**src/rtl/core/rmst_pkg.sv**
```systemverilog
// Shared types and constants for the range-minimum segment tree.
package rmst_pkg;

  typedef logic signed [31:0] val_t;

  localparam val_t INT_MAX = 32'sh7FFF_FFFF;

  localparam logic KIND_UPDATE = 1'b0;
  localparam logic KIND_QUERY  = 1'b1;

endpackage

```
**src/rtl/core/rmst_min.sv**
```systemverilog
// Shared signed minimum unit.
module rmst_min
  import rmst_pkg::*;
(
  input  val_t a,
  input  val_t b,
  output val_t y
);

  assign y = (b < a) ? b : a;

endmodule

```
**config.mk**
```make
export PLATFORM = sky130hd
export DESIGN_NAME = rmst_min
export DESIGN_NICKNAME = d
export VERILOG_FILES = /design/src/rtl/core/rmst_pkg.sv /design/src/rtl/core/rmst_min.sv
export SDC_FILE = /design/constraint.sdc
export NUM_CORES = 1
export LEC_CHECK = 0
export BUFFER_PORTS_ARGS = -buffer_cell sky130_fd_sc_hd__buf_2
export CORE_MARGIN = 2
export CORE_UTILIZATION = 34
export DETAILED_ROUTE_END_ITERATION = 6
export PLACE_DENSITY = 0.74
export SETUP_SLACK_MARGIN = 0.1
export SLEW_MARGIN = 40
export SYNTH_ARGS = -nofsm -noshare
export SYNTH_HDL_FRONTEND = slang
export SYNTH_SLANG_ARGS = --single-unit
```
**constraint.sdc**
```tcl
create_clock -name vclk -period 2.2
set_input_delay 0.11 -clock vclk [all_inputs]
set_output_delay 0.11 -clock vclk [all_outputs]
set_load 0.02 [all_outputs]
```
# == Word level (Yosys, flattened, before mapping) ==
# Cells that the tools add are included.
# op_classes
magnitude_cmp,1
muxes,1
# op_table
cell,n
32-bit less-than comparator,1
32-bit two-way mux,1
# word_totals
wordCells,2
in_bits,64
output_inout_bits,32
ff_bits,0

# == Depth between registers and ports, before layout ==
# depth
word_depth,2
mapped_depth,9
mapped_depth_nobuf,8

# == Worst setup path after synthesis ==
# No wires, ideal clock.
# synth_path
path_type,input port to output port
from,in a[25]
to,out y[29]
arrival_ps,2213
path_stages,9
path_buffers,1
t_required_ps,2090
setup_slack_ps,-123
cell_sequence,inv_1 > ha_1 > a21o_1 > a221o_1 > a211oi_2 > o22ai_1 > a211oi_4 > buf_6 > mux2_1
# synth_via
elab_chain_len,2
# synth_rtl
item,line,rtl
start: declaration,rmst_min.sv:5,"input val_t a,"
32-bit less-than comparator,rmst_min.sv:10,assign y = (b < a) ? b : a;
32-bit two-way mux,rmst_min.sv:10,
end: declaration,rmst_min.sv:7,output val_t y
# Every way passes these cells.

# == Worst setup path in the final report ==
# layout_path
from,in a[25]
to,out y[12]
# The elaborated chain is that of the path after synthesis.

==> impl_metrics.tcl <==
set metrics [dict create \
    start_kind "primary input" \
    synth_top_cell_by_area "ha_1" \
    max_freq_ghz 0.409 \
    hpwl_um 2790 \
    crit_chain "buf_8 -> inv_4 -> ha_4 -> a21o_1 -> a221o_1 -> a211oi_2 -> o22ai_2 -> a211oi_4 -> buf_6 -> buf_12 -> mux2_4 -> buf_6" \
    finalCritPeriodShare_pct 111 \
    setup_ws_ns -0.246 \
    n_clock_buffer 0 \
    syn-cell-area_um2 1200 \
    post_dp_cell_area_um2 1970 \
    vdd_drop_max_mv 0.147 \
    row_count 21 \
    fillers 270 \
    crit_slowest_cell "a221o_1" \
    pwr-share-seq_pct 0 \
    start_util_pct 35.7 \
    crit_path_end_kind "output pin" \
    critPathMaxFanout 8 \
    flops_and_latches 0 \
    grt_pass1_vias 1420 \
    synth.most_common_cell "inv_1" \
    synth_warnings 0 \
    fin_cells 308 \
    relSlewSlack_pct 83.4 \
    synthTopCellsByArea "ha_1, mux2_2, inv_1" \
    hold_violations 0 \
    final_cell_area_um2 2350 \
    grtUsageTotal_pct 17.8 \
    drv_slew 0 \
    cpPeakStageDelay_ns 0.33 \
    path_buf_inv 5 \
    synth-compound-area-share_pct 15.0 \
    postSynthAreaPerCell_um2 8.16 \
    required_ns 2.09 \
    firstDrtPassIters 4 \
    syn-num-nets 242 \
    cts_hold_buf 0 \
    overflow 0 \
    hp-start "b[25]" \
    routed_wl_um 3970 \
    whs_endpoint "y[25]" \
    seq_area_frac_synth_pct 0 \
    path_class "in2out" \
    min_period_ns 2.45 \
    power.internal_uw 490 \
    pin_count 96 \
    synthMuxAreaShare_pct 30.0 \
    finalWeightedCongestion 0.781 \
    drive_gt1_share_pct 64.9 \
    drv_cap 0 \
    grt_pass1_wl_um 6040 \
    netlist_instances 147 \
    final_nets 359 \
    crit_path_frequent_cell "buf_6" \
    rsz0062_at_grt "true" \
    netlist_top_cells_count "inv_1, ha_1, mux2_2, a21oi_1, nand2_1" \
    syn_to_final_growth_pct 95.6 \
    synthAdderAreaFrac_pct 32.3 \
    hold_path_class "in2out" \
    drt-initial-drc-count 35 \
    power_frac_comb_pct 100.0 \
    whs_ns 0.544 \
    die_x_um 63.4 \
    dieArea_um2 4020 \
    synth_cell_types 24 \
    status "finished, violations left" \
    clkPwrFrac_pct 0 \
    power_density_nw_per_um2 365 \
    core_um2 3360 \
    die_height_um 63.4 \
    drc_errors 0 \
    arrival_ns 2.34 \
    grt_max_degree 10 \
    synth_top_family_by_area "adder cells" \
    place_inst 301 \
    antenna_found_initial 0 \
    p_sw_uw 366 \
    failed_checks "negative setup slack" \
    p_total_uw 857 \
    via_per_inst 4.80 \
    io_buffers 96 \
    diodes 0 \
    synth_top_area_share_pct 32.3 \
    switching_share_pct 42.8 \
    synth_xor_area_share_pct 0 \
    crit_family "compound AO/OA/AOI/OAI gates" \
    setup_viol 32 \
    ff_latch_area_um2 0 \
    post-route-util_pct 69.8 \
    whs_path_depth 3 \
    synthSimpleGateAreaFrac_pct 9.80 \
    p_leak_uw 0.00136 \
    worstMarginPinSlew_ns 0.248 \
    vias 1478 \
    postRouteAntennaNets 0 \
    wl_per_cell_um 12.9 \
]
worst max path at each step:
stage	startpoint	endpoint	cells after the start
4_1_cts	a[25]	y[12]	12
6_report	a[25]	y[12]	12
5_1_grt	a[25]	y[10]	12
2_1_floorplan	b[2]	y[10]	8
3_5_place_dp	a[2]	y[12]	11
3_3_place_gp	a[2]	y[0]	11
per-layer routing:
layer	wire length [µm]	track usage, %	part of all wire [%]	vias up
li1	-	-	-	755
met4	29	1.09	0.73	0
met5	0	0	0	-
met3	199	2.14	5.0	4
met2	2300	37.9	58	54
met1	1440	18.9	36	665
power groups by stage:
stage	combinational, µW	sequential [µW]	clock, µW
floorplan	445	0	0
global placement	646	0	0
detailed placement	655	0	0
CTS	826	0	0
global route	916	0	0
finish	857	0	0
worst min-delay path, cell delays in order:
cell    delay [ns]
buf_8         0.08
mux2_4        0.14
buf_6         0.11
through the flow:
step,TNS [ns],worst slack [ns]
floorplan,0,0.0614
global placement,-7.75,-0.273
detailed placement,-8.16,-0.296
CTS,-5.94,-0.213
global route,-9.64,-0.319
finish,-7.22,-0.246
cells by family after synthesis:
logic type                 after synthesis
and+or+nand+nor                         23
AOI/OAI and AO/OA                       26
muxes                                   32
adders and majority gates               31
buffers and inverters                   35
placed cells by master (no fill, tap or decap), drive strengths merged, types with 2 or more instances in the layout:
master	synthesis	routed
a211o	2	2
a211oi	2	2
a21o	2	2
a21oi	12	12
and2	2	2
and4	2	2
buf	3	118
ha	31	31
inv	32	32
mux2	32	32
nand2	7	7
nand3	3	3
nand4	3	3
nor2	4	4
o21ai	3	3
repair_timing:
item | in CTS | in global routing
pin swaps | 10 | 4
gates cloned | 2 | 0
setup endpoints to repair | 32 | 32
buffers inserted | 2 | 3
resized for setup | 69 | 13
area by class of cell:
| cell class | instances | area, µm² | share of cell area [%] |
|---|---|---|---|
| multi-input cells | 112 | 1260 | 53.7 |
| repair buffers | 118 | 901 | 38.4 |
| inverters | 32 | 128 | 5.44 |
| well taps | 46 | 57.6 | 2.45 |
No activity file was read; power rests on OpenSTA's default activity.
